## config.mk

```make
export PLATFORM = sky130hd
export DESIGN_NAME = http_request_line_parser
export DESIGN_NICKNAME = d
export VERILOG_FILES = /design/src/rtl/hrlp_pkg.sv /design/src/rtl/hrlp_front.sv /design/src/rtl/hrlp_fifo.sv /design/src/rtl/hrlp_back.sv /design/src/rtl/http_request_line_parser.sv
export SDC_FILE = /design/constraint.sdc
export NUM_CORES = 1
export LEC_CHECK = 0
export ABC_AREA = 1
export BUFFER_PORTS_ARGS = -buffer_cell sky130_fd_sc_hd__clkbuf_2
export CAP_MARGIN = 20
export CORE_UTILIZATION = 41
export DETAILED_ROUTE_END_ITERATION = 8
export HOLD_SLACK_MARGIN = 0.05
export SYNTH_ARGS = -nofsm -noshare
export SYNTH_HDL_FRONTEND = slang
export SYNTH_SLANG_ARGS = --single-unit
export TNS_END_PERCENT = 20
```

## constraint.sdc

```tcl
create_clock -name clk_i -period 4.1 [get_ports clk_i]
set_clock_uncertainty 0.15 [all_clocks]
set_input_delay 0 -clock clk_i [delete_from_list [all_inputs] [get_ports clk_i]]
set_output_delay 0 -clock clk_i [all_outputs]
set_load 0.01 [all_outputs]
```

## src/rtl/hrlp_pkg.sv

```systemverilog
// ----------------------------------------------------------------------------
// hrlp_pkg
// Types, codes and per-byte parse functions of the request-line parser.
// ----------------------------------------------------------------------------
package hrlp_pkg;

  localparam int unsigned QUEUE_DEPTH_DEF = 4;

  // result kinds
  localparam logic [2:0] KIND_METHOD = 3'd0;
  localparam logic [2:0] KIND_PATH   = 3'd1;
  localparam logic [2:0] KIND_KEY    = 3'd2;
  localparam logic [2:0] KIND_VALUE  = 3'd3;
  localparam logic [2:0] KIND_PAIR   = 3'd4;
  localparam logic [2:0] KIND_STATUS = 3'd5;

  // status codes, lowest wins
  localparam logic [2:0] ST_OK        = 3'd0;
  localparam logic [2:0] ST_NO_EOL    = 3'd1;
  localparam logic [2:0] ST_NO_SPACE  = 3'd2;
  localparam logic [2:0] ST_VERSION   = 3'd3;
  localparam logic [2:0] ST_TARGET    = 3'd4;
  localparam logic [2:0] ST_METHOD    = 3'd5;
  localparam logic [2:0] ST_PATH_ENC  = 3'd6;
  localparam logic [2:0] ST_QUERY_ENC = 3'd7;

  // characters
  localparam logic [7:0] CH_CR    = 8'h0d;
  localparam logic [7:0] CH_LF    = 8'h0a;
  localparam logic [7:0] CH_SPACE = 8'h20;
  localparam logic [7:0] CH_DEL   = 8'h7f;
  localparam logic [7:0] CH_PCT   = 8'h25;
  localparam logic [7:0] CH_PLUS  = 8'h2b;
  localparam logic [7:0] CH_QUERY = 8'h3f;
  localparam logic [7:0] CH_AMP   = 8'h26;
  localparam logic [7:0] CH_EQ    = 8'h3d;
  localparam logic [7:0] CH_SLASH = 8'h2f;
  localparam logic [7:0] CH_ZERO  = 8'h30;
  localparam logic [7:0] CH_ONE   = 8'h31;

  localparam logic [7:0] VERSION_TEXT [7] = '{8'h48, 8'h54, 8'h54, 8'h50, 8'h2f, 8'h31, 8'h2e};

  typedef enum logic [2:0] {
    PH_METHOD,
    PH_PATH,
    PH_KEY,
    PH_VALUE,
    PH_VERSION,
    PH_DONE
  } phase_e;

  typedef struct packed {
    phase_e     phase;
    logic       cr_pending;
    logic [1:0] hex_seen;
    logic [3:0] hex_hi;
    logic       method_nonempty;
    logic       method_not_upper;
    logic       target_nonempty;
    logic       target_no_slash;
    logic [3:0] ver_len;
    logic       ver_mismatch;
    logic       path_bad;
    logic       query_bad;
    logic       pair_open;
  } parse_state_t;

  localparam parse_state_t STATE_RESET = '{
    phase: PH_METHOD, cr_pending: 1'b0, hex_seen: 2'd0, hex_hi: 4'd0,
    method_nonempty: 1'b0, method_not_upper: 1'b0, target_nonempty: 1'b0,
    target_no_slash: 1'b0, ver_len: 4'd0, ver_mismatch: 1'b0,
    path_bad: 1'b0, query_bad: 1'b0, pair_open: 1'b0};

  typedef struct packed {
    logic [2:0] kind;
    logic [7:0] data;
    logic [2:0] status;
  } result_t;

  typedef struct packed {
    parse_state_t st;
    logic         vld;
    result_t      res;
  } step_t;

  // one queue word: one or two results formed when one input byte is accepted
  typedef struct packed {
    result_t r0;
    logic    r1_vld;
    result_t r1;
  } entry_t;

  function automatic logic hex_ok(logic [7:0] c);
    return (c >= 8'h30 && c <= 8'h39) || (c >= 8'h61 && c <= 8'h66) ||
           (c >= 8'h41 && c <= 8'h46);
  endfunction

  function automatic logic [3:0] hex_nib(logic [7:0] c);
    logic [7:0] v;
    if (c <= 8'h39) v = c - 8'h30;
    else if (c >= 8'h61) v = c - 8'h57;
    else v = c - 8'h37;
    return v[3:0];
  endfunction

  function automatic parse_state_t mark_bad(parse_state_t s, logic [2:0] kind);
    parse_state_t r;
    r = s;
    if (kind == KIND_PATH) r.path_bad = 1'b1;
    else r.query_bad = 1'b1;
    return r;
  endfunction

  function automatic parse_state_t end_segment(parse_state_t s, logic [2:0] kind);
    parse_state_t r;
    r = s;
    if (s.hex_seen != 2'd0) r = mark_bad(s, kind);
    r.hex_seen = 2'd0;
    return r;
  endfunction

  function automatic step_t no_result(parse_state_t s);
    step_t r;
    r.st  = s;
    r.vld = 1'b0;
    r.res = '0;
    return r;
  endfunction

  function automatic step_t enc_byte(parse_state_t s, logic [7:0] c, logic [2:0] kind);
    step_t      r;
    logic [7:0] d;
    r = no_result(s);
    d = {s.hex_hi, hex_nib(c)};
    case (s.hex_seen)
      2'd1: begin
        if (!hex_ok(c)) begin
          r.st          = mark_bad(s, kind);
          r.st.hex_seen = 2'd0;
        end else begin
          r.st.hex_hi   = hex_nib(c);
          r.st.hex_seen = 2'd2;
        end
      end
      2'd2: begin
        r.st.hex_seen = 2'd0;
        if (!hex_ok(c) || d == 8'h00) begin
          r.st          = mark_bad(s, kind);
          r.st.hex_seen = 2'd0;
        end else begin
          r.vld = 1'b1;
          r.res = '{kind: kind, data: d, status: ST_OK};
        end
      end
      default: begin
        if (c == CH_PCT) begin
          r.st.hex_seen = 2'd1;
        end else if (c == CH_PLUS) begin
          r.vld = 1'b1;
          r.res = '{kind: kind, data: CH_SPACE, status: ST_OK};
        end else if (c < CH_SPACE || c == CH_DEL) begin
          r.st = mark_bad(s, kind);
        end else begin
          r.vld = 1'b1;
          r.res = '{kind: kind, data: c, status: ST_OK};
        end
      end
    endcase
    return r;
  endfunction

  function automatic step_t close_query(parse_state_t s);
    step_t r;
    r = no_result(end_segment(s, KIND_KEY));
    if (s.pair_open) begin
      r.vld = 1'b1;
      r.res = '{kind: KIND_PAIR, data: 8'h00, status: ST_OK};
    end
    r.st.pair_open = 1'b0;
    return r;
  endfunction

  function automatic step_t line_byte(parse_state_t s, logic [7:0] c);
    step_t        r;
    parse_state_t t;
    r = no_result(s);
    t = s;
    unique case (s.phase)
      PH_METHOD: begin
        if (c == CH_SPACE) begin
          r.st.phase = PH_PATH;
        end else begin
          r.st.method_nonempty = 1'b1;
          if (c < 8'h41 || c > 8'h5a) r.st.method_not_upper = 1'b1;
          r.vld = 1'b1;
          r.res = '{kind: KIND_METHOD, data: c, status: ST_OK};
        end
      end
      PH_PATH: begin
        if (c == CH_SPACE) begin
          r.st       = end_segment(s, KIND_PATH);
          r.st.phase = PH_VERSION;
        end else begin
          if (!s.target_nonempty) begin
            t.target_nonempty = 1'b1;
            if (c != CH_SLASH) t.target_no_slash = 1'b1;
          end
          if (c == CH_QUERY) begin
            r.st       = end_segment(t, KIND_PATH);
            r.st.phase = PH_KEY;
          end else begin
            r = enc_byte(t, c, KIND_PATH);
          end
        end
      end
      PH_KEY: begin
        if (c == CH_SPACE) begin
          r          = close_query(s);
          r.st.phase = PH_VERSION;
        end else if (c == CH_AMP) begin
          r = close_query(s);
        end else begin
          t.pair_open = 1'b1;
          if (c == CH_EQ) begin
            r.st       = end_segment(t, KIND_KEY);
            r.st.phase = PH_VALUE;
          end else begin
            r = enc_byte(t, c, KIND_KEY);
          end
        end
      end
      PH_VALUE: begin
        if (c == CH_SPACE) begin
          r          = close_query(s);
          r.st.phase = PH_VERSION;
        end else if (c == CH_AMP) begin
          r          = close_query(s);
          r.st.phase = PH_KEY;
        end else begin
          r = enc_byte(s, c, KIND_VALUE);
        end
      end
      PH_VERSION: begin
        if (s.ver_len < 4'd7) begin
          if (c != VERSION_TEXT[s.ver_len[2:0]]) r.st.ver_mismatch = 1'b1;
        end else if (s.ver_len == 4'd7) begin
          if (c != CH_ZERO && c != CH_ONE) r.st.ver_mismatch = 1'b1;
        end else begin
          r.st.ver_mismatch = 1'b1;
        end
        if (s.ver_len < 4'd9) r.st.ver_len = s.ver_len + 4'd1;
      end
      default: ;
    endcase
    return r;
  endfunction

  function automatic logic [2:0] line_status(parse_state_t s);
    if (s.phase != PH_VERSION) return ST_NO_SPACE;
    if (s.ver_len != 4'd8 || s.ver_mismatch) return ST_VERSION;
    if (!s.method_nonempty || !s.target_nonempty || s.target_no_slash) return ST_TARGET;
    if (s.method_not_upper) return ST_METHOD;
    if (s.path_bad) return ST_PATH_ENC;
    if (s.query_bad) return ST_QUERY_ENC;
    return ST_OK;
  endfunction

endpackage

```

## src/rtl/hrlp_front.sv

```systemverilog
// ----------------------------------------------------------------------------
// hrlp_front
// Takes one head byte per cycle while accept_i is high, tracks the parse
// state and forms the results of that byte (and of a held CR) as one queue word.
// ----------------------------------------------------------------------------
module hrlp_front (
  input  logic             clk_i,
  input  logic             rst_ni,
  input  logic             accept_i,
  input  logic [7:0]       data_byte_i,
  input  logic             end_of_head_i,
  output logic             wr_o,
  output hrlp_pkg::entry_t wdata_o
);
  import hrlp_pkg::*;

  parse_state_t st_q, st_d;
  step_t        a, b;
  result_t      r0, r1;
  logic         v0, v1, was_done, ended;

  always_comb begin
    st_d     = st_q;
    r0       = '0;
    r1       = '0;
    v0       = 1'b0;
    v1       = 1'b0;
    ended    = 1'b0;
    was_done = (st_q.phase == PH_DONE);
    a        = no_result(st_q);
    b        = no_result(st_q);
    if (!was_done) begin
      if (st_q.cr_pending) begin
        if (data_byte_i == CH_LF) begin
          v0               = 1'b1;
          r0               = '{kind: KIND_STATUS, data: 8'h00, status: line_status(st_q)};
          st_d.cr_pending  = 1'b0;
          st_d.phase       = PH_DONE;
          ended            = 1'b1;
        end else begin
          // the held CR is part of the line after all
          a    = line_byte(st_q, CH_CR);
          v0   = a.vld;
          r0   = a.res;
          st_d = a.st;
          if (data_byte_i != CH_CR) begin
            a.st.cr_pending = 1'b0;
            b    = line_byte(a.st, data_byte_i);
            v1   = b.vld;
            r1   = b.res;
            st_d = b.st;
          end
        end
      end else if (data_byte_i == CH_CR) begin
        st_d.cr_pending = 1'b1;
      end else begin
        a    = line_byte(st_q, data_byte_i);
        v0   = a.vld;
        r0   = a.res;
        st_d = a.st;
      end
    end
    if (end_of_head_i) begin
      if (!was_done && !ended) begin
        v0 = 1'b1;
        r0 = '{kind: KIND_STATUS, data: 8'h00, status: ST_NO_EOL};
        v1 = 1'b0;
      end
      st_d = STATE_RESET;
    end

    wr_o = accept_i && (v0 || v1);
    if (v0) begin
      wdata_o.r0     = r0;
      wdata_o.r1_vld = v1;
      wdata_o.r1     = r1;
    end else begin
      wdata_o.r0     = r1;
      wdata_o.r1_vld = 1'b0;
      wdata_o.r1     = r1;
    end
  end

  always_ff @(posedge clk_i or negedge rst_ni) begin
    if (!rst_ni) begin
      st_q <= STATE_RESET;
    end else if (accept_i) begin
      st_q <= st_d;
    end
  end

endmodule

```

## src/rtl/hrlp_fifo.sv

```systemverilog
// ----------------------------------------------------------------------------
// hrlp_fifo
// Short register queue of result words between the front and back parts.
// ----------------------------------------------------------------------------
module hrlp_fifo #(
  parameter int unsigned DEPTH = hrlp_pkg::QUEUE_DEPTH_DEF
) (
  input  logic             clk_i,
  input  logic             rst_ni,
  input  logic             wr_i,
  input  hrlp_pkg::entry_t wdata_i,
  input  logic             rd_i,
  output hrlp_pkg::entry_t rdata_o,
  output logic             full_o,
  output logic             nempty_o
);
  import hrlp_pkg::*;

  localparam int unsigned AW = (DEPTH > 1) ? $clog2(DEPTH) : 1;
  localparam int unsigned CW = $clog2(DEPTH + 1);
  localparam logic [AW-1:0] LAST = AW'(DEPTH - 1);

  entry_t          mem_q [DEPTH];
  logic [AW-1:0]   wr_ptr_q, rd_ptr_q;
  logic [CW-1:0]   cnt_q;
  logic            do_wr, do_rd;

  assign full_o   = (cnt_q == CW'(DEPTH));
  assign nempty_o = (cnt_q != '0);
  assign do_wr    = wr_i && !full_o;
  assign do_rd    = rd_i && nempty_o;
  assign rdata_o  = mem_q[rd_ptr_q];

  always_ff @(posedge clk_i) begin
    if (do_wr) begin
      mem_q[wr_ptr_q] <= wdata_i;
    end
  end

  always_ff @(posedge clk_i or negedge rst_ni) begin
    if (!rst_ni) begin
      wr_ptr_q <= '0;
      rd_ptr_q <= '0;
      cnt_q    <= '0;
    end else begin
      if (do_wr) begin
        wr_ptr_q <= (wr_ptr_q == LAST) ? '0 : wr_ptr_q + AW'(1);
      end
      if (do_rd) begin
        rd_ptr_q <= (rd_ptr_q == LAST) ? '0 : rd_ptr_q + AW'(1);
      end
      if (do_wr && !do_rd) begin
        cnt_q <= cnt_q + CW'(1);
      end else if (!do_wr && do_rd) begin
        cnt_q <= cnt_q - CW'(1);
      end
    end
  end

endmodule

```

## src/rtl/hrlp_back.sv

```systemverilog
// ----------------------------------------------------------------------------
// hrlp_back
// Unpacks queue words into single results and holds the oldest one on the
// result ports until it is popped.
// ----------------------------------------------------------------------------
module hrlp_back (
  input  logic             clk_i,
  input  logic             rst_ni,
  input  logic             nempty_i,
  input  hrlp_pkg::entry_t rdata_i,
  output logic             rd_o,
  input  logic             pop,
  output logic             empty,
  output logic [2:0]       kind_o,
  output logic [7:0]       data_o,
  output logic [2:0]       status_o,
  output logic             last_o
);
  import hrlp_pkg::*;

  result_t s0_q, s0_d, s1_q, s1_d;
  logic    v0_q, v0_d, v1_q, v1_d;
  logic    take;

  assign take = v0_q && pop;

  always_comb begin
    s0_d = s0_q;
    s1_d = s1_q;
    v0_d = v0_q;
    v1_d = v1_q;
    rd_o = 1'b0;
    if (take) begin
      s0_d = s1_q;
      v0_d = v1_q;
      v1_d = 1'b0;
    end
    // refill once the head slot is free and nothing waits behind it
    if (nempty_i && !v0_d) begin
      rd_o = 1'b1;
      s0_d = rdata_i.r0;
      v0_d = 1'b1;
      s1_d = rdata_i.r1;
      v1_d = rdata_i.r1_vld;
    end
  end

  always_ff @(posedge clk_i or negedge rst_ni) begin
    if (!rst_ni) begin
      v0_q <= 1'b0;
      v1_q <= 1'b0;
    end else begin
      v0_q <= v0_d;
      v1_q <= v1_d;
    end
  end

  always_ff @(posedge clk_i) begin
    s0_q <= s0_d;
    s1_q <= s1_d;
  end

  assign empty    = !v0_q;
  assign kind_o   = s0_q.kind;
  assign data_o   = s0_q.data;
  assign status_o = s0_q.status;
  assign last_o   = (s0_q.kind == KIND_STATUS);

endmodule

```

## src/rtl/http_request_line_parser.sv

```systemverilog
// ----------------------------------------------------------------------------
// http_request_line_parser
// Parses the request line of an HTTP head into decoded method, path, query
// key/value words, pair-end markers and one closing status word.
// ----------------------------------------------------------------------------
//  channel   handshake           payload
//  -------   -----------------   ------------------------------------------
//  head in   push / full         data_byte_i, end_of_head_i
//  results   empty / pop         kind_o, data_o, status_o, last_o
//
//  One head byte is taken per cycle while full is low; a byte yields
//  zero, one or two words. Output drains one word per cycle while pop is
//  high, so the sustained input rate is set by the result port: two-word
//  bytes take two pops. The queue between the parser and the output stage
//  (QUEUE_DEPTH words) absorbs bursts. full rises only when that queue is
//  full; reset clears parse state and empties the queue, no clearing pass.
// ----------------------------------------------------------------------------
module http_request_line_parser #(
  parameter int unsigned QUEUE_DEPTH = hrlp_pkg::QUEUE_DEPTH_DEF
) (
  input  logic       clk_i,
  input  logic       rst_ni,
  input  logic       push,
  output logic       full,
  input  logic [7:0] data_byte_i,
  input  logic       end_of_head_i,
  output logic       empty,
  input  logic       pop,
  output logic [2:0] kind_o,
  output logic [7:0] data_o,
  output logic [2:0] status_o,
  output logic       last_o
);
  import hrlp_pkg::*;

  logic   accept, wr, rd, nempty;
  entry_t wdata, rdata;

  assign accept = push && !full;

  hrlp_front u_front (
    .clk_i        (clk_i),
    .rst_ni       (rst_ni),
    .accept_i     (accept),
    .data_byte_i  (data_byte_i),
    .end_of_head_i(end_of_head_i),
    .wr_o         (wr),
    .wdata_o      (wdata)
  );

  hrlp_fifo #(
    .DEPTH(QUEUE_DEPTH)
  ) u_fifo (
    .clk_i   (clk_i),
    .rst_ni  (rst_ni),
    .wr_i    (wr),
    .wdata_i (wdata),
    .rd_i    (rd),
    .rdata_o (rdata),
    .full_o  (full),
    .nempty_o(nempty)
  );

  hrlp_back u_back (
    .clk_i   (clk_i),
    .rst_ni  (rst_ni),
    .nempty_i(nempty),
    .rdata_i (rdata),
    .rd_o    (rd),
    .pop     (pop),
    .empty   (empty),
    .kind_o  (kind_o),
    .data_o  (data_o),
    .status_o(status_o),
    .last_o  (last_o)
  );

endmodule

```

* Yosys cells after proc, flatten, opt, wreduce, memory -nomap -nowiden *
Memory sizes are Yosys's and may differ from the RTL's.
Index checks and enable logic that the tools add are counted.

storage, ports and cells
  register bits = 59
  RAM bits = 116
  ROM bits = 128
  memories = 3

memories
  name             depth  bits a word  read ports  clocked after Yosys merged registers in  wr ports  RTL line         source
  u_fifo.mem_q     4      29           1           0                                        1         hrlp_fifo.sv:23  entry_t mem_q [DEPTH];
  (no name shown)  8      8            1           0                                        0         hrlp_pkg.sv:245  if (c != VERSION_TEXT[s.ver_len[2:0]]) r.st.ver_mismatch = 1'b1;
  (no name shown)  8      8            1           0                                        0         hrlp_pkg.sv:245

cells by class
  $add $sub $neg = 9
  order comparisons = 15
  equal/unequal tests = 93
  multiplexer cells = 418
  bitwise logic cells = 2
  reductions and logical operators = 67

operators with widths
  operator                                             count
  2-to-1 mux 22 bit                                    68
  2-to-1 mux 31 bit                                    39
  2-to-1 mux 15 bit                                    22
  2-to-1 mux 37 bit                                    8
  case mux 22 bit (2 select lines)                     6
  2-to-1 mux 4 bit                                     48
  case mux 15 bit (2 select lines)                     6
  2-to-1 mux 14 bit                                    12
  2-to-1 mux 3 bit                                     44
  case mux 15 bit (4 select lines)                     2
  2-to-1 mux 18 bit                                    5
  2-to-1 mux 2 bit                                     45
  2-to-1 mux 1 bit                                     79
  != test 6 x 3 -> 1 bit, second input constant        11
  case mux 5 bit (4 select lines)                      3
  2-to-1 mux 19 bit                                    3
  equality test 8 x 6 -> 1 bit, second input constant  6
  logical NOT 8 bit                                    6
  case mux 7 bit (3 select lines)                      2
  AND reduction 20 bit                                 2
  AND reduction 19 bit                                 2
  != test 9 x 5 -> 1 bit, second input constant        4
  != test 7 x 3 -> 1 bit, second input constant        5
  2-to-1 mux 8 bit                                     4
  other kinds (72)                                     172

* Depth between registers and ports, before layout *
Gate-level depths: netlist (run 1).

  word-level depth = 49
  depth in mapped cells = 28
  depth with buffers taken out = 28

* Hierarchy *
From an unflattened synthesis (run 1), not the netlist that was laid out.

unflattened totals
  cells, all modules = 1,258
  area, all modules = 10,817.9 um^2

by module, submodules not included
  module                    times used  cells an instance  area each (um^2)  seq. area each (um^2)
  hrlp_fifo                 1           398                5,141.2           3,658.5
  hrlp_front                1           767                4,490.6           550.5
  hrlp_back                 1           91                 1,176.1           890.9
  http_request_line_parser  1           2                  10.0              0.0

* Worst setup path before layout (run 1) *
Ideal clock, no wire load.

  path kind = flip-flop to flip-flop
  start = register u_front.st_q[21] (netlist bit)
  end = memory u_fifo.mem_q[3][10] (netlist bit) (enable)
  setup time = 0.409 ns
  arrival = 3.803 ns
  data required time = 3.541 ns
  slack = -0.261 ns
  cell stages (with the launch flop) = 18
  path buffers = 1
  path through = dfrtp_1 > nor2_1 > inv_1 > o21ai_0 > inv_1 > ha_1 > clkbuf_1 > inv_1 > nor2_1 > inv_1 > o21ai_1 > a21oi_2 > nand2_1 > a21oi_1 > o211ai_1 > nand3_2 > nand2_4 > nor2_1

between the ends
  word-level cells in the longest chain between the ends = 24

RTL lines
  what                                                                          RTL line          source
  start: declaration                                                            hrlp_front.sv:17  parse_state_t st_q, st_d;
  start signal: assignment                                                      hrlp_front.sv:88  st_q <= st_d;
  equality test 3 x 2 -> 1 bit or equality test 3 x 1 -> 1 bit (tied branches)  hrlp_pkg.sv:188   unique case (s.phase)
  case mux 6 bit (3 select lines)                                               hrlp_pkg.sv:188
  2-to-1 mux 10 bit                                                             hrlp_front.sv:34  if (data_byte_i == CH_LF) begin
  2-to-1 mux 10 bit                                                             hrlp_front.sv:33  if (st_q.cr_pending) begin
  2-to-1 mux 10 bit                                                             hrlp_front.sv:32  if (!was_done) begin
  logical NOT 8 bit                                                             hrlp_pkg.sv:147   if (!hex_ok(c) || d == 8'h00) begin
  logical OR 1 bit                                                              hrlp_pkg.sv:147
  2-to-1 mux 15 bit                                                             hrlp_pkg.sv:147
  [... 8 more ...]                                                              --
  2-to-1 mux 1 bit                                                              hrlp_front.sv:32
  2-to-1 mux 1 bit                                                              hrlp_front.sv:64  if (!was_done && !ended) begin
  2-to-1 mux 1 bit                                                              hrlp_front.sv:63  if (end_of_head_i) begin
  logical OR 1 bit *                                                            hrlp_front.sv:72  wr_o = accept_i && (v0 || v1);
  logical AND 1 bit *                                                           hrlp_front.sv:72
  logical AND 1 bit *                                                           hrlp_fifo.sv:30   assign do_wr = wr_i && !full_o;
  2-to-1 mux 1 bit *                                                            hrlp_fifo.sv:35   if (do_wr) begin
  2-to-1 mux 1 bit (implied by the code) *                                      hrlp_fifo.sv:36   mem_q[wr_ptr_q] <= wdata_i;
  end: declaration                                                              hrlp_fifo.sv:23

Mark *: on every way between the ends. The rest lies on a longest branch, timed or not. The select of a mux whose other input is x is not followed.

* Worst setup path after layout (run 1) *
  start = register u_front.st_q[19] (netlist bit)
  end = register u_fifo.cnt_q[2]

between the ends
  word-level cells in the longest chain between the ends = 25

RTL lines
  what                                                                          RTL line          source
  equality test 3 x 2 -> 1 bit or equality test 3 x 1 -> 1 bit (tied branches)  hrlp_pkg.sv:188
  case mux 6 bit (3 select lines)                                               hrlp_pkg.sv:188
  2-to-1 mux 10 bit                                                             hrlp_front.sv:34
  2-to-1 mux 10 bit                                                             hrlp_front.sv:33
  2-to-1 mux 10 bit                                                             hrlp_front.sv:32
  logical NOT 8 bit                                                             hrlp_pkg.sv:147
  logical OR 1 bit                                                              hrlp_pkg.sv:147
  2-to-1 mux 15 bit                                                             hrlp_pkg.sv:147
  [... 10 more ...]                                                             --
  2-to-1 mux 1 bit                                                              hrlp_front.sv:63
  logical OR 1 bit *                                                            hrlp_front.sv:72
  logical AND 1 bit *                                                           hrlp_front.sv:72
  logical AND 1 bit *                                                           hrlp_fifo.sv:30
  net u_fifo.do_wr                                                              hrlp_fifo.sv:26   logic do_wr, do_rd;
  logical NOT 1 bit                                                             hrlp_fifo.sv:54   end else if (!do_wr && do_rd) begin
  logical AND 1 bit                                                             hrlp_fifo.sv:54
  nonzero test 2 bit (no source line)                                           --
  end signal: assignment                                                        hrlp_fifo.sv:53   cnt_q <= cnt_q + CW'(1);
  end signal: assignment                                                        hrlp_fifo.sv:55   cnt_q <= cnt_q - CW'(1);
  end: declaration                                                              hrlp_fifo.sv:25   logic [CW-1:0] cnt_q;

The timed path passes the listed nets; every way through them passes the cells marked *. The select of a mux whose other input is x is not followed.
A chain may end at the register's enable or synchronous reset.

==> results of run 1 <==
-- where the power goes --
part,switching [uW],internal [uW]
Clock,682,926
Combinational,2250,1060
Sequential,196,2340
Total,3130,4320
-- cells in the mapped netlist (all sizes together) --
master / instances
xnor2: 2
o31ai: 5
ha: 22
a2111oi: 2
buf: 8
nand3: 49
or2: 3
o21ai: 128
dfrtp: 31
o311ai: 1
a31o: 2
and3: 1
and2: 1
nor2: 208
a221o: 1
nand4: 16
a32o: 1
inv: 129
clkinv: 4
nor4: 13
a22oi: 4
clkbuf: 31
o22a: 2
a221oi: 3
fa: 1
a21oi: 45
edfxtp: 129
a21boi: 1
o32ai: 5
o22ai: 19
nor3: 31
a31oi: 18
o211ai: 6
o41ai: 1
a311oi: 2
a32oi: 1
o2111ai: 6
nand2: 194
xor2: 5
a211oi: 3
o221ai: 2
-- flip-flops by register name, indices dropped and copies added (netlist names) --
register / cells
u_fifo.rd_ptr_q: 2
u_back.v1_q: 1
u_fifo.cnt_q: 3
u_back.s1_q: 11
u_fifo.mem_q: 104
u_back.kind_o: 3
u_front.st_q: 22
u_back.data_o: 8
u_back.status_o: 3
u_back.v0_q: 1
u_fifo.wr_ptr_q: 2
-- cells in the final DEF, fill, tap and decap left out, types with 9 or more instances in the layout --
| cell type | Yosys | routed |
|---|---|---|
| a21oi_1 | 44 | 43 |
| a31oi_1 | 18 | 18 |
| buf_4 | 1 | 29 |
| clkbuf_16 | 0 | 17 |
| clkbuf_2 | 0 | 29 |
| dfrtp_1 | 31 | 31 |
| edfxtp_1 | 129 | 129 |
| ha_1 | 22 | 21 |
| inv_1 | 101 | 99 |
| inv_2 | 26 | 28 |
| nand2_1 | 182 | 182 |
| nand2_2 | 9 | 9 |
| nand3_1 | 42 | 42 |
| nand4_1 | 16 | 16 |
| nor2_1 | 203 | 198 |
| nor2_2 | 4 | 9 |
| nor3_1 | 28 | 28 |
| nor4_1 | 13 | 13 |
| o21ai_0 | 116 | 113 |
| o21ai_1 | 11 | 12 |
| o22ai_1 | 19 | 19 |
-- area by class of cell --
class                   count  area [um^2]
well taps                 285          357
inverters                 133          504
flip-flops and latches    160         4650
multi-input cells         804         4150
fillers                  2167        11800
clock buffers              19          443
clock inverters            13          149
repair buffers             65          473
-- kinds of logic after synthesis --
kind of cell | synth area share [%]
XOR/XNOR | 0.651
AND/OR/NAND/NOR | 23.9
flip-flops | 49.3
buffers and inverters | 7.04
AO/OA/AOI/OAI | 16.0
adder cells (fa/ha/maj) | 3.13
-- per-layer routing --
metal / wire (um) / vias to the layer above
met5: 0 / -
met2: 13100 / 416
met4: 1010 / 0
met1: 11700 / 3940
li1: - / 4009
met3: 1950 / 73
-- worst register-to-register path, cell delays in order (launching register included) --
cell      delay, ps
dfrtp_1         430
nor2_2          150
nor2_1           80
buf_4           160
nor2_1           80
inv_1            60
o21ai_2          80
inv_2            80
ha_4            240
inv_1            70
nor2_1           50
inv_1            90
o21ai_1          90
a21oi_2         180
nand2_1         100
a21oi_1         140
o211ai_1        150
nand3_2         130
nand2_4         100
inv_2            60
ha_1            130
inv_1            80
fa_2            410
a21oi_2         130
o21ai_1          80
xor2_1          140
-- worst max path at each step --
stage	from	to	slack [ps]
finish	u_front.st_q[19]$_DFFE_PN0P_	u_fifo.cnt_q[2]$_DFFE_PN0P_	320
global route	u_front.st_q[19]$_DFFE_PN0P_	u_fifo.cnt_q[2]$_DFFE_PN0P_	2
CTS	u_front.st_q[19]$_DFFE_PN0P_	u_fifo.cnt_q[2]$_DFFE_PN0P_	0.5
detailed placement	u_front.st_q[19]$_DFFE_PN0P_	u_fifo.cnt_q[2]$_DFFE_PN0P_	40
global placement	u_front.st_q[19]$_DFFE_PN0P_	u_fifo.cnt_q[2]$_DFFE_PN0P_	130
floorplan	u_front.st_q[21]$_DFFE_PN0P_	u_fifo.mem_q[3][10]$_DFFE_PP_	-260
-- metrics by stage --
step | total power [uW] | cells
finish | 7440 | 1479
global route | 7940 | 1479
CTS | 7380 | 1476
detailed placement | 5760 | 1441
global placement | 5750 | 1441
floorplan | 4710 | 1136
-- repair_timing --
action                                  4_1_cts  5_1_grt
hold buffers                                  3        0
buffers inserted                              0        3
hold endpoints to repair                     34        0
resized for setup                             0       12
endpoints found under the setup margin        0        2
==> results.md, run 1 <==
* Status: finished clean
* Slew HR at 34.9%
* Maximum VDD drop at 0.327 mV
* GRT overflow at 0
* Synth Warn # at 0
* Final core utilization at 47.5%
* CTS tree: done
* Kind of critical path: reg -> reg
* Worst R2R End: u_fifo.cnt_q[2]$_DFFE_PN0P_
* Clk sinks at 160
* # diodes at 0
* Critical Path End Type: flip-flop
* Period utilization at 92.3%
* Via density at 5.71
* Fin worst setup slack at 317 ps
* Drt wl/cell at 18.8 um
* Worst setup SP type: flip-flop
* Synth-to-Final Area Change at 13.8%
* Placed cell areas at 0.0100 mm^2
* Max cap viols at 0
* Antenna violations before repair at 0
* Bufs and invs on worst path at 7
* Met2 Track Usage GR at 40.0%
* #FFs+latches synth at 160
* Initial cell density of the core at 41.7%
* GRT busiest layer: met2
* Drt pass-1 iters at 7
* Fmax at 264 MHz
* First-pass GRT wire length at 43.7 mm
* Number of I/O pins at 30
* Hold Vio Cnt, Final at 0
* Final setup fails at 0
* Setup slack at placement at 39.3 ps
* Syn_area_per_cell at 8.29 um^2
* Type of the tightest min-delay check: in -> async
* Total CTS buffers at 17
* Number of global-route vias before repair at 8187
* Critical Path Stages at 25
* Slowest-stage cell, CP: dfrtp_1
* GRT Util Overall at 23.9%
* Hold_ws at 103 ps
* P_leak at 0.00436 uW
* Syn nets at 1172
* Slew @ Worst Pin at 976 ps
* Crit-path max cell delay at 430 ps
* Unrepaired setup endpoints after global routing: no
* Met3 usage at 4.40%
* Critical Path RT at 4260 ps
* Detailed Route WL at 27.7 mm
* Die width at 154 um
* Post-synth cell types at 56
* CP top delay family: compound AO/OA/AOI/OAI gates
* Synth area leader: edfxtp_1
* Final TNS setup at 0 ps
* GRT met1 Usage at 30.0%
* Cell mode on critical path: inv_1
* Die Span Y at 154 um
* Largest cells by area after synthesis: edfxtp_1 41%, dfrtp_1 8.2%, nor2_1 8.1%
* Final Max Slew Viols at 0
* Fraction of layout cells with a size suffix above 1 at 13.9%
* R2R cell count at 25
* Gp weighted congestion at 1.01
* CTS Buffer Depth at 2
* Htree depth at 4
* Critical R2R Launch: u_front.st_q[19]$_DFFE_PN0P_
* Synthesized netlist cell count at 1136
* CP arrival at 3940 ps
* Design area at 0.0107 mm^2
* Seq/Total Area, Yosys at 49.3%
* Final #Nets at 1217
* Largest net degree at the start of global routing at 55
* Final worst path period need at 3780 ps
* Clk pin slew, worst setup/hold paths at 80 ps
* Crit Path Max Fanout at 7
* Cell Pwr Density at 694 mW/mm^2
* Row cnt at 55
* Port bufs at 29
* Die area at 0.0236 mm^2
* Vias at 8438
* Clk_lat worst skew at 430 ps
* Mapped Area at 0.00942 mm^2
* DR iter-0 viols at 909
* Post-synth top area share at 41.1%
* Core footprint at 0.0226 mm^2
* Hpwl dp at 19.5 mm
* DRC Markers at 0
* Clock root cell: clkbuf_16
* Final ANT Viol Nets at 0
* R2R Setup Slk at 320 ps
No activity file was read; power rests on OpenSTA's default activity.
==> run 2: changes to the inputs <==
ABC_AREA = not set   (was 1)
==> run 2 against run 1 <==
Compared with the run above:
- global-route usage is 0.75 points lower
- highest routed layer unchanged
- fmax is 3.4% lower
- non-clock buffer count is 26 higher
- largest cell class unchanged
- combinational power is 38% lower
- synthesized cell count is 28% lower
==> results.md, run 2 <==
* First-pass GRT wire length at 39.0 mm (-11%)
* Kind of critical path: reg -> reg
* Syn_area_per_cell at 11.0 um^2 (+33%)
* Fraction of layout cells with a size suffix above 1 at 20.3% (+6.4 points)
* Top reg by flops: u_fifo.mem_q
* R2R cell count at 14 (-44%)
* GRT overflow at 0 (unchanged)
* Multi-input logic area at 0.00402 mm^2 (-3.1%)
* Final core utilization at 48.7% (+1.2 points)
* Slew @ Worst Pin at 1040 ps (+61.1 ps)
* Synthesized netlist cell count at 817 (-28%)
* CTS tree: done
* Largest register FFs at 104 (unchanged)
* Biggest registers after layout: u_fifo.mem_q x104, u_front.st_q x22, u_back.s1_q x11
* Seq/Total Area, Yosys at 51.7% (+2.4 points)
* Drt pass-1 iters at 5 (-2)
* Vias at 7084 (-16%)
* Row cnt at 53 (-3.6%)
* Total CTS buffers at 17 (unchanged)
* Placed cell areas at 0.00967 mm^2 (-3.7%)
* Crit Path Max Fanout at 6 (-1)
* Commonest cells after routing, fill and taps aside: 129 x edfxtp_1, 95 x nand2_1, 59 x nor2_1
* Hold path endpoint: u_front.st_q[12]$_DFFE_PN0P_
* Synth Flop Type: edfxtp_1
* Worst setup SP type: flip-flop
* Period utilization at 95.5% (+3.2 points)
* P_leak at 0.00372 uW (-15%)
* # diodes at 0 (unchanged)
* Asr flop ratio synth at 19.4% (unchanged)
* Critical R2R Launch: u_front.st_q[19]$_DFFE_PN0P_
* Hold Vio Cnt, Final at 0 (unchanged)
* Slowest-stage cell, CP: fa_1
* Core footprint at 0.0212 mm^2 (-6.0%)
* Final #Nets at 909 (-25%)
* Antenna violations before repair at 0 (unchanged)
* Die width at 150 um (-2.3%)
* Post-synth top area share at 43.1% (+2.0 points)
* Syn nets at 853 (-27%)
* Clk pin slew, worst setup/hold paths at 70 ps (about the same)
* Drt wl/cell at 21.2 um (+13%)
* Crit-path max cell delay at 430 ps (about the same)
* Initial cell density of the core at 42.3% (+0.60 points)
* Final Max Slew Viols at 0 (unchanged)
* Gp weighted congestion at 0.982 (-3.1%)
* Clock root cell: clkbuf_16
* Synth-to-Final Area Change at 15.0%
* Largest net degree at the start of global routing at 32 (-42%)
* Maximum VDD drop at 0.319 mV (-2.5%)
* Via density at 6.10 (+6.9%)
* Hold depth at 5
* Most numerous cell in the Yosys netlist: edfxtp_1
* R2R Setup Slk at 190 ps (-130 ps)
* CP arrival at 4100 ps (+160 ps)
* FF+latch area at 0.00465 mm^2 (about the same)
* Synth area leader: edfxtp_1
* Critical Path End Type: flip-flop
* Max cap viols at 0 (unchanged)
* Cell Pwr Density at 601 mW/mm^2 (-13%)
* Mapped Area at 0.00898 mm^2 (-4.6%)
* Fillcell total at 1915 (-12%)
* Commonest non-fill, non-tap cell in the layout: edfxtp_1
* Hpwl dp at 17.5 mm (-10%)
* Clk sinks at 160 (unchanged)
* Final TNS setup at 0 ps (unchanged)
* Critical Path RT at 4290 ps (+30 ps)
* Top cells by count, synth: 129 x edfxtp_1, 95 x nand2_1, 59 x nor2_1
* Worst R2R End: u_fifo.cnt_q[2]$_DFFE_PN0P_
* Die area at 0.0225 mm^2 (-4.6%)
* DRC Markers at 0 (unchanged)
* Post-synth cell types at 80 (+43%)
* Type of the tightest min-delay check: in -> reg
* Hold_sp: data_byte_i[0]
* Design area at 0.0103 mm^2 (-3.7%)
* Largest cells by area after synthesis: edfxtp_1 43%, dfrtp_1 8.6%, mux4_2 6.5%
* Fmax at 255 MHz (-3.4%)
* Number of I/O pins at 30 (unchanged)
* GRT Util Overall at 23.1% (-0.75 points)
* Number of global-route vias before repair at 6817 (-17%)
* CTS Buffer Depth at 2 (unchanged)
* Status: finished clean
* Die Span Y at 150 um (-2.3%)
* Final worst path period need at 3910 ps (+132 ps)
* Post-synth EDFFs at 129 (unchanged)
* CP Cell Sequence: or2_2 > and3_1 > a21oi_1 > ha_1 > nor3_1 > a21oi_1 > a211o_1 > a21oi_2 > ha_1 > inv_1 > fa_1 > xor2_1 > nor2_1 > xor2_1
* Unrepaired setup endpoints after global routing: no
* Slew HR at 30.9% (-4.1 points)
* Synth Warn # at 0 (unchanged)
* DR iter-0 viols at 798 (-12%)
* Pwr Total at 6210 uW (-17%)
* Htree depth at 4 (unchanged)
* Final setup fails at 0 (unchanged)
* Port bufs at 29 (unchanged)
* Final ANT Viol Nets at 0 (unchanged)
* #FFs+latches synth at 160 (unchanged)
* Detailed Route WL at 24.7 mm (-11%)
* Clk_lat worst skew at 420 ps (about the same)
run 2: cell types whose count changed after synthesis, moves of 8 or more:
cell / delta
o21ai_1: -11
clkbuf_1: +11
inv_2: -26
o21ai_0: -79
nand2_2: -9
nor3_1: -9
mux4_2: +26
or2_2: +8
nor2_1: -144
inv_1: -75
nand3_1: -17
and2_1: +12
nand2_1: -87
nand2b_1: +8
run 2: worst max path at each step:
stage | start | end | slack [ps] | cells past startpoint
finish | u_front.st_q[19]$_DFFE_PN0P_ | u_fifo.cnt_q[2]$_DFFE_PN0P_ | 190 | 14
global route | u_front.st_q[19]$_DFFE_PN0P_ | u_fifo.cnt_q[2]$_DFFE_PN0P_ | 10 | 14
CTS | u_front.st_q[19]$_DFFE_PN0P_ | u_fifo.cnt_q[2]$_DFFE_PN0P_ | 220 | 14
detailed placement | u_front.st_q[19]$_DFFE_PN0P_ | u_fifo.cnt_q[2]$_DFFE_PN0P_ | 260 | 14
global placement | u_front.st_q[19]$_DFFE_PN0P_ | u_fifo.cnt_q[2]$_DFFE_PN0P_ | 330 | 14
floorplan | u_front.st_q[20]$_DFFE_PN0P_ | u_fifo.cnt_q[2]$_DFFE_PN0P_ | 30 | 17
run 2: area by class of cell:
cell class,instances,share of cell area (%)
inverters,26,0.945
repair buffers,91,6.06
flip-flops and latches,160,45.0
multi-input cells,577,38.9
well taps,275,3.33
clock buffers,17,4.12
clock inverters,15,1.60
run 2: worst max-delay path: cells and delay by family (launching register included):
family / cells / cell delay (ps)
simple gates: 4 / 1050
compound gates: 4 / 940
fa+ha+maj: 3 / 940
flops: 1 / 370
xor+xnor: 2 / 320
buf+inv: 1 / 70
run 2: kinds of logic (layout without fill, tap and decap cells):
family / count (synthesis) / count (layout) / share of synthesized area [%]
compound gates: 218 / 218 / 16.7
xor+xnor: 5 / 5 / 0.487
fa+ha+maj: 23 / 23 / 3.29
buf+inv: 80 / 149 / 3.62
flops: 160 / 160 / 51.7
mux: 36 / 36 / 7.71
simple gates: 295 / 295 / 16.5
run 2: layer usage:
metal	track usage [%]	part of all wire (%)	routed length, um
met1	30.2	42	10400
met4	10.6	4.2	1020
met5	0	0	0
met3	4.12	5.9	1470
met2	37.5	48	11700
run 2: timing repair:
item                                    in CTS  in global routing
resized for setup                            0                  1
hold endpoints to repair                    54                  0
setup buffers                                0                  0
hold buffers                                 6                  0
endpoints found under the setup margin       0                  1
run 2: metrics by stage:
step	std cells	hold WS [ps]	setup slack [ps]
after CTS	1161	68.6	225
after detailed placement	1123	42.7	261
after floorplan	817	-446	25.3
after global routing	1161	131	14.2
final	1161	84.4	186
after global placement	1123	40.0	328
run 2: where the power goes:
group          total (uW)  switching, uW  internal [uW]
registers            2550            274           2280
logic                2050           1160            891
clock network        1600            732            869
